### src/hdl/lfseb_pkg.sv
// Shared types and constants for the LED frame store with blinking endpoints.
package lfseb_pkg;

  localparam logic [3:0] OP_CLEAR       = 4'd0;
  localparam logic [3:0] OP_PAINT       = 4'd1;
  localparam logic [3:0] OP_MARK        = 4'd2;
  localparam logic [3:0] OP_RENDER      = 4'd3;
  localparam logic [3:0] OP_TICK        = 4'd4;
  localparam logic [3:0] OP_DIM         = 4'd5;
  localparam logic [3:0] OP_SAVE        = 4'd6;
  localparam logic [3:0] OP_RESTORE     = 4'd7;
  localparam logic [3:0] OP_DROP        = 4'd8;
  localparam logic [3:0] OP_RESET_BLINK = 4'd9;

  localparam logic [15:0] PERIOD_RESET  = 16'd500;
  localparam logic [31:0] ELAPSED_MAX   = 32'hFFFF_FFFF;

  typedef struct packed {
    logic [3:0] op;
    logic [9:0] index;
    logic [7:0] red;
    logic [7:0] green;
    logic [7:0] blue;
    logic [7:0] dim_factor;
  } cmd_t;

  typedef struct packed {
    logic [7:0] out_red;
    logic [7:0] out_green;
    logic [7:0] out_blue;
    logic       blink_phase;
    logic       blink_toggled;
    logic       snapshot_valid;
  } rsp_t;

  typedef struct packed {
    logic [7:0] r;
    logic [7:0] g;
    logic [7:0] b;
  } color_t;

  typedef struct packed {
    logic   flag;
    color_t path;
    color_t endc;
  } entry_t;

  // Events handed from the sequencer to the blink timer when a transaction completes.
  typedef struct packed {
    logic tick;
    logic shown;
    logic clear;
    logic blink_reset;
  } evt_t;

  typedef enum logic [2:0] {
    S_INIT,
    S_IDLE,
    S_PIXEL,
    S_SWEEP,
    S_FLUSH,
    S_DONE
  } state_t;

  // c * f / 255, truncated; exact for every 16-bit product.
  function automatic logic [7:0] dim8(input logic [7:0] c, input logic [7:0] f);
    logic [15:0] x;
    logic [16:0] q;
    x = c * f;
    q = {1'b0, x} + {9'd0, x[15:8]} + 17'd1;
    return q[15:8];
  endfunction

  function automatic color_t dim_color(input color_t c, input logic [7:0] f);
    color_t d;
    d.r = dim8(c.r, f);
    d.g = dim8(c.g, f);
    d.b = dim8(c.b, f);
    return d;
  endfunction

endpackage

### src/hdl/lfseb_timer.sv
// Blink timer: period register, tick counter, blink phase and frame-shown flag.
module lfseb_timer (
  input  logic              clk,
  input  logic              rst,
  input  logic              cfg_we,
  input  logic [15:0]       cfg_wdata,
  input  lfseb_pkg::evt_t   evt,
  output logic              phase,
  output logic              phase_after,
  output logic              toggled
);
  import lfseb_pkg::*;

  logic [15:0] period;
  logic [31:0] elapsed;
  logic [31:0] elapsed_inc;
  logic        frame_shown;

  always_comb begin
    elapsed_inc = (elapsed == ELAPSED_MAX) ? elapsed : elapsed + 32'd1;
    toggled     = evt.tick && frame_shown && (elapsed_inc >= {16'd0, period});
    if (evt.blink_reset) begin
      phase_after = 1'b1;
    end else if (toggled) begin
      phase_after = ~phase;
    end else begin
      phase_after = phase;
    end
  end

  always_ff @(posedge clk) begin
    if (rst) begin
      period      <= PERIOD_RESET;
      elapsed     <= '0;
      phase       <= 1'b1;
      frame_shown <= 1'b0;
    end else begin
      if (cfg_we) begin
        period <= cfg_wdata;
      end
      if (evt.blink_reset) begin
        elapsed <= '0;
      end else if (evt.tick) begin
        elapsed <= toggled ? '0 : elapsed_inc;
      end
      phase <= phase_after;
      if (evt.clear) begin
        frame_shown <= 1'b0;
      end else if (evt.shown) begin
        frame_shown <= 1'b1;
      end
    end
  end

endmodule

### config.mk
export PLATFORM = sky130hd
export DESIGN_NAME = lfseb_timer
export DESIGN_NICKNAME = d
export VERILOG_FILES = /design/src/hdl/lfseb_pkg.sv /design/src/hdl/lfseb_timer.sv
export SDC_FILE = /design/constraint.sdc
export NUM_CORES = 1
export LEC_CHECK = 0
export BUFFER_PORTS_ARGS = -buffer_cell sky130_fd_sc_hd__buf_2
export CAP_MARGIN = 40
export CORE_ASPECT_RATIO = 1.5
export CORE_MARGIN = 2
export CORE_UTILIZATION = 60
export CTS_CLUSTER_SIZE = 28
export DETAILED_ROUTE_END_ITERATION = 10
export PLACE_DENSITY_LB_ADDON = 0.05
export SYNTH_ARGS = -nofsm -noshare
export SYNTH_HDL_FRONTEND = slang
export SYNTH_SLANG_ARGS = --single-unit
### constraint.sdc
create_clock -name clk -period 6.5 [get_ports clk]
set_clock_uncertainty 0.05 [all_clocks]
set_input_delay 1.3 -clock clk [delete_from_list [all_inputs] [get_ports clk]]
set_output_delay 1.3 -clock clk [all_outputs]
set_load 0.03 [all_outputs]
* Word-level counts from Yosys, hierarchy flattened
Cells that the tools add are included.
** Operators by class
- Add/sub/neg operators :: 1
- Magnitude comparators :: 1
- Equal/unequal tests :: 1
- Muxes and demuxes :: 4
- Bitwise operators :: 1
- Reductions and logical operators :: 4
** Operators by type and width (number)
- 32-bit 2-to-1 mux :: 2
- 32-bit by 1-bit adder with 32-bit output (second input constant) :: 1
- 32-bit == test (second input constant) :: 1
- 32-bit by 16-bit >= comparator with 1-bit output :: 1
- 2-bit OR reduction :: 2
- 1-bit logical AND :: 2
- 1-bit 2-to-1 mux :: 2
- 1-bit inverter :: 1
** Storage, ports and cells
- Register bits after elaboration :: 50
- Bits of input ports :: 23
- Output and inout port bits :: 3

* Longest topological paths before layout
Gate-level depths: netlist (run 1).
- Word-level depth :: 6
- Mapped depth :: 19
- Mapped depth without buffers :: 18

* Worst setup path after synthesis (run 1)
Ideal clock, no wire load.
- Path kind :: register to output
- From :: reg elapsed[0]
- To :: out phase_after
- Arrival time :: 4.407 ns
- Data required time :: 5.150 ns
- Setup slack :: 0.743 ns
- Cell stages (with the launch flop) :: 18
- Path buffers :: 0
- Path through :: dfxtp_1 -> ha_1 -> nand3_4 -> or4_4 -> nor3_4 -> nor2_1 -> and3_1 -> xor2_1 -> ha_1 -> and3_1 -> a221o_1 -> a221oi_1 -> o21ai_0 -> nor4_1 -> nand4_4 -> o211ai_4 -> xor2_1 -> nand2b_1
** Between the ends
- Longest elaborated chain between the ends :: 6
** Ends and longest elaborated chain
- from (decl) :: RTL line lfseb_timer.sv:15 : logic [31:0] elapsed;
- from (signal assigned) :: RTL line lfseb_timer.sv:44 : elapsed <= toggled ? '0 : elapsed_inc;
- 32-bit by 1-bit adder with 32-bit output or 32-bit == test (tied branches) :: RTL line lfseb_timer.sv:20 : elapsed_inc = (elapsed == ELAPSED_MAX) ? elapsed : elapsed + 32'd1;
- 32-bit 2-to-1 mux * :: RTL line lfseb_timer.sv:20
- 32-bit by 16-bit >= comparator with 1-bit output * :: RTL line lfseb_timer.sv:21 : toggled = evt.tick && frame_shown && (elapsed_inc >= {16'd0, period});
- 1-bit logical AND * :: RTL line lfseb_timer.sv:21
- 1-bit 2-to-1 mux * :: RTL line lfseb_timer.sv:24 : end else if (toggled) begin
- 1-bit 2-to-1 mux * :: RTL line lfseb_timer.sv:22 : if (evt.blink_reset) begin
- to (decl) :: RTL line lfseb_timer.sv:9 : output logic phase_after,
Every way passes the cells marked *; elsewhere a longest branch is shown, timed or not.

* Worst setup path in the final report (run 1)
Ends and elaborated chain as after synthesis.

==> results.py, run 1 <==
metrics = {
    "clocking": {
        "clk_latency_ps": 300,
        "htreeDepth": 2,
        "cts_tree": "yes",
        "cts_buffers": 5,
        "cts_sinks": 50,
        "cts.clk_slew.worst_paths_ps": 90,
        "ctsLongestPathBuffers": 2,
        "root_buffer": "clkbuf_8",
        "ctsHoldBuffers": 0,
    },
    "yosys": {
        "ys.flop_type": "dfxtp_1",
        "synth_warnings": 0,
        "synth_xor_area_frac": 0.0886,
        "synth_compound_area_frac": 0.155,
        "synthSimpleGateAreaFrac": 0.290,
        "synth_nets": 431,
        "synth_adder_area_share": 0.0636,
        "yosys.cell_types.count": 67,
        "synthCells": 391,
        "seq_area_frac_synth": 0.299,
        "ys_seq_elements": 50,
        "syn_area_um2": 3350,
        "synth_edf_count": 0,
        "synth.avg_cell_area_um2": 8.56,
        "synth_top_family_by_area": "simple AND/OR/NAND/NOR gates",
        "synthArstFlopShare": 0,
        "synthMuxAreaShare": 0.0453,
    },
    "placed_design": {
        "placed_cells": 468,
        "dpl_cell_area_um2": 3460,
        "dp_hpwl_mm": 5.92,
        "gp_congestion": 0.941,
        "port_buffers": 25,
    },
    "worst_setup_path": {
        "cp_max_fo": 6,
        "crit_slowest_cell": "or4_4",
        "cpMostUsedCell": "and3_1",
        "r2r_slack_ps": 1610,
        "required_ps": 5150,
        "crit_path_start_kind": "flop",
        "critPathCaptureType": "primary output",
        "crit_type": "flop to primary output",
        "path_cells": "ha_2 -> nand3_4 -> or4_4 -> nor3_4 -> nor2_1 -> and3_1 -> xor2_1 -> ha_1 -> and3_1 -> a221o_1 -> a221oi_1 -> o21ai_1 -> nor4_2 -> nand4_4 -> o211ai_4 -> xor2_2 -> nand2b_1 -> buf_2",
        "arrival_ps": 4830,
        "critical-path-max-stage-delay_ps": 590,
    },
    "routing": {
        "drtIter0Drc": 148,
        "drc": 0,
        "num_vias": 2878,
        "detail_route.vias_per_cell": 6.01,
        "wl_mm": 7.77,
        "routedWlPerCell_um": 16.2,
        "firstDrtPassIters": 4,
        "ant_nets": 0,
    },
    "die": {
        "core_um2": 5410,
        "dieArea_um2": 6200,
        "dieHeight_um": 95.5,
        "die_w_um": 65.0,
        "ios": 26,
        "initial_core_util": 0.619,
        "fp-row-count": 33,
    },
    "pwr": {
        "peakVddDrop_uv": 103,
        "cellLeakagePower_uw": 0.00155,
        "power_density_nw_per_um2": 153,
    },
    "status": {
        "status": "finished, final reports clean",
    },
    "flow_run": {
        "cap_violations": 0,
    },
    "layout": {
        "instances_no_fill": 479,
        "fin_area_um2": 3590,
        "multiInputGateArea_um2": 2170,
        "drive_gt1_frac": 0.196,
        "seq_area_um2": 1000,
        "antenna-diode-count": 0,
        "fillers": 475,
        "area.growth.synth_to_final_pct": 7.40,
        "fin_nets": 448,
    },
    "grt": {
        "grt_pass1_wl_mm": 12.6,
        "grt_pass1_vias": 2721,
        "grt_max_degree": 23,
        "grt-ovfl-total": 0,
        "grt_usage": 0.263,
        "antenna_found_initial": 0,
    },
    "sta": {
        "timing_max_transition_violations_final": 0,
        "fin_crit_sh": 0.951,
        "rsz0062_at_grt": "no",
        "max_freq_ghz": 0.162,
        "hold_slack_ps": 447,
        "fin_tns_setup_ps": 0,
        "tightest_slew_ps": 742,
        "setup_viol": 0,
        "slew_headroom": 0.503,
        "period_minus_slack_ps": 6180,
        "hold_viol_final": 0,
    },
    "min_path": {
        "hp-class": "flop to flop",
    },
}
metal layers:
metal,GRT usage,wire length (µm),up-vias
met4,0.129,292,0
met3,0.0366,383,28
met2,0.518,4250,83
met1,0.262,2850,1347
met5,0,0,-
li1,-,-,1420
critical path: cells and delay by family (launching register included):
kind,cells,cell delay [ps]
AO/OA/AOI/OAI,4,1000
XOR/XNOR,2,380
adder cells (fa/ha/maj),2,490
buffers and inverters,1,180
flip-flops,1,380
AND/OR/NAND/NOR,9,2100
cell usage after synthesis (all sizes together) (3+ instances only):
library cell	number	area [µm²]
and2	3	20.0
a31oi	4	31.3
nor4	3	33.8
a21oi	11	55.1
o211ai	8	73.8
buf	11	77.6
nand4	17	158
xor2	22	200
o21ai	10	53.8
ha	17	213
nor3	16	114
xnor2	11	96.3
mux2i	14	140
nand3	17	97.6
clkbuf	8	31.3
inv	23	86.3
a32o	9	90.1
a22oi	3	22.5
nand2	36	158
dfxtp	50	1000
and3	9	57.6
nor2	57	241
flip-flops by register name, summed over array words and instances, names as in the netlist:
signal / flops
elapsed: 32
frame_shown: 1
period: 16
phase: 1
report_power, final:
group | total, µW | leakage, µW | internal [µW] | switching [µW]
Clock | 191 | 0.0000472 | 85.8 | 106
Combinational | 42.8 | 0.00109 | 17.0 | 25.8
Sequential | 317 | 0.000408 | 313 | 3.85
cells by family after synthesis:
| logic type | count (synthesis) |
|---|---|
| simple gates | 169 |
| compound gates | 65 |
| flops | 50 |
| buf+inv | 42 |
| xor+xnor | 33 |
| fa+ha+maj | 17 |
| mux | 15 |
layout by cell type (no fill, tap or decap), types with 2 or more instances in the layout:
cell type	instances
xor2_2	2
a21o_1	2
nor3_4	3
o211ai_1	7
nand2_4	3
clkbuf_8	6
or3_4	2
and2_1	2
nand2_1	33
buf_4	4
mux2i_1	14
xor2_1	20
a22oi_1	3
nor2_2	11
a32o_1	9
nor2b_1	2
nand4_1	13
nand4_4	3
ha_1	16
nand3_1	16
a21oi_1	11
o21ai_0	8
nor2_1	46
nand3b_1	2
a31oi_1	3
nor3_1	13
and3_1	8
xnor2_1	11
dfxtp_1	48
dfxtp_2	2
buf_2	25
inv_1	23
layout make-up:
class / count / area share
clock buffer: 6 / 0.0230
clock inverter: 2 / 0.00348
inverter: 23 / 0.0240
multi-input combinational: 299 / 0.603
sequential: 50 / 0.279
tap: 70 / 0.0244
timing repair buffer: 29 / 0.0432
what timing repair did:
item / in CTS / in global routing
endpoints found under the hold margin: 0 / 0
buffers inserted: 0 / 3
resized for setup: 1 / 5
cloned: 0 / 0
endpoints found under the setup margin: 1 / 2
pin swaps: 0 / 3
final timing paths:
kind,to,cells past startpoint,from
max,phase_after,18,elapsed[0]
min,period[4],2,period[4]
max reg2reg,elapsed[6],16,elapsed[0]
min reg2reg,period[4],2,period[4]
per-stage QoR:
step,total power [µW],worst slack (ps),util
global route,578,28.9,0.664
floorplan,354,743,-
global placement,366,500,0.639
finish,551,320,0.664
CTS,560,47.7,0.658
detailed placement,367,327,0.639
(Power assumes the default switching activity.)
==> inputs of run 2 (changes only) <==
--- a/config.mk
+++ b/config.mk
@@ -7,9 +7,9 @@
 export LEC_CHECK = 0
 export BUFFER_PORTS_ARGS = -buffer_cell sky130_fd_sc_hd__buf_2
 export CAP_MARGIN = 40
-export CORE_ASPECT_RATIO = 1.5
+export CORE_ASPECT_RATIO = 1.75
 export CORE_MARGIN = 2
-export CORE_UTILIZATION = 60
+export CORE_UTILIZATION = 30
 export CTS_CLUSTER_SIZE = 28
 export DETAILED_ROUTE_END_ITERATION = 10
 export PLACE_DENSITY_LB_ADDON = 0.05
==> results.py, run 2 (synthesized netlist as in run 1, its figures left out) <==
metrics = {
    "sta": {
        "fin_tns_setup_ps": 0,
        "period_minus_slack_ps": 6120,
        "timing_max_transition_violations_final": 0,
        "hold_viol_final": 0,
        "rsz0062_at_grt": "no",
        "tightest_slew_ps": 896,
        "fin_crit_sh": 0.941,
        "setup_viol": 0,
        "max_freq_ghz": 0.163,
        "slew_headroom": 0.402,
    },
    "layout": {
        "largest_reg_flops": 32,
        "multiInputGateArea_um2": 2160,
        "drive_gt1_frac": 0.206,
        "area.growth.synth_to_final_pct": 13.0,
        "seq_area_um2": 1000,
        "fin_nets": 458,
        "top_register": "elapsed",
        "instances_no_fill": 550,
        "final_common_cell": "dfxtp_1",
        "fillers": 1185,
        "final_cell_mix": "49 x dfxtp_1, 46 x nor2_1, 33 x nand2_1",
        "antenna-diode-count": 0,
        "reg_top3": "elapsed: 32 flops, period: 16 flops",
    },
    "min_path": {
        "hp-class": "flop to flop",
    },
    "placed_design": {
        "placed_cells": 539,
        "dp_hpwl_mm": 7.42,
        "gp_congestion": 0.882,
        "port_buffers": 25,
    },
    "clocking": {
        "root_buffer": "clkbuf_16",
        "clk_latency_ps": 290,
        "ctsLongestPathBuffers": 2,
        "cts_buffers": 5,
        "ctsHoldBuffers": 0,
        "cts.clk_slew.worst_paths_ps": 70,
        "cts_sinks": 50,
        "cts_tree": "yes",
        "htreeDepth": 2,
    },
    "routing": {
        "drc": 0,
        "routedWlPerCell_um": 17.5,
        "ant_nets": 0,
        "wl_mm": 9.61,
        "num_vias": 2852,
        "drtIter0Drc": 108,
        "firstDrtPassIters": 4,
        "detail_route.vias_per_cell": 5.19,
    },
    "die": {
        "core_um2": 11000,
        "fp-row-count": 51,
        "die_w_um": 83.8,
        "dieHeight_um": 144,
        "initial_core_util": 0.305,
        "dieArea_um2": 12000,
        "ios": 26,
    },
    "pwr": {
        "power_density_nw_per_um2": 164,
        "peakVddDrop_uv": 89.3,
        "cellLeakagePower_uw": 0.00162,
    },
    "grt": {
        "grt_max_degree": 23,
        "grt_pass1_vias": 2823,
        "grt_usage": 0.164,
        "grt-ovfl-total": 0,
        "grt_pass1_wl_mm": 15.1,
        "antenna_found_initial": 0,
    },
    "worst_setup_path": {
        "r2r_end": "elapsed[30]",
        "crit_type": "flop to primary output",
        "arrival_ps": 4770,
        "crit_start": "elapsed[1]",
        "r2r-start": "elapsed[1]",
        "cp_max_fo": 6,
        "reg2reg_depth": 17,
        "crit_path_start_kind": "flop",
        "crit_end": "phase_after",
        "r2r_slack_ps": 1540,
        "required_ps": 5150,
        "critPathCaptureType": "primary output",
    },
    "status": {
        "status": "finished, final reports clean",
    },
    "flow_run": {
        "cap_violations": 0,
    },
}
[run 2: critical path, cell delays in order, from the launching register on]
cell	delay, ps
dfxtp_1	380
ha_2	230
nand3_4	140
or4_4	590
nor3_4	300
nor2_1	140
and3_1	210
xor2_1	180
ha_1	260
and3_1	180
a221o_1	370
a221oi_2	270
o21ai_1	120
nor4_2	240
nand4_4	190
o211ai_4	220
xor2_1	210
nand2b_1	70
buf_2	170
[run 2: worst min-delay path by stage]
stage | startpoint | endpoint | slack, ps | depth (start not counted)
6_report | period[8] | period[8] | 440 | 2
5_1_grt | period[5] | period[5] | 470 | 2
4_1_cts | period[8] | period[8] | 450 | 2
3_5_place_dp | period[15] | period[15] | 440 | 2
3_3_place_gp | period[5] | period[5] | 430 | 2
2_1_floorplan | period[10] | period[10] | 410 | 2
[run 2: repair_timing]
| item | CTS | global route |
|---|---|---|
| resized for setup | 1 | 4 |
| pin swaps | 0 | 3 |
| buffers inserted | 0 | 4 |
| endpoints found under the hold margin | 0 | 0 |
| cloned | 0 | 0 |
| setup endpoints to repair | 1 | 2 |
[run 2: cell type report]
| class | count | share of cell area |
|---|---|---|
| Clock buffer | 7 | 0.0351 |
| Multi-Input combinational cell | 299 | 0.572 |
| Inverter | 23 | 0.0228 |
| Sequential cell | 50 | 0.265 |
| Tap cell | 132 | 0.0437 |
| Timing Repair Buffer | 39 | 0.0609 |
[run 2: per-layer routing]
metal / global-route usage / vias up / wire (µm)
met5: 0 / - / 0
met4: 0.0611 / 0 / 225
met3: 0.0201 / 11 / 209
met2: 0.335 / 45 / 5600
met1: 0.166 / 1361 / 3570
li1: - / 1435 / -
[run 2: power breakdown]
group | total [µW] | internal (µW) | switching, µW | leakage, µW
Clock | 258 | 141 | 117 | 0.0000640
Sequential | 317 | 313 | 4.09 | 0.000407
Combinational | 44.3 | 17.1 | 27.2 | 0.00115
[run 2: stage by stage]
stage / worst slack, ps / utilization / area [µm²] / total power, µW / hold WS (ps)
after floorplan: 743 / - / 3350 / 354 / 410
after global placement: 374 / 0.328 / 3600 / 370 / 430
after detailed placement: 254 / 0.328 / 3600 / 370 / 435
after CTS: 13.8 / 0.341 / 3740 / 634 / 451
after global routing: 10.2 / 0.345 / 3780 / 651 / 471
final: 381 / 0.345 / 3780 / 620 / 441
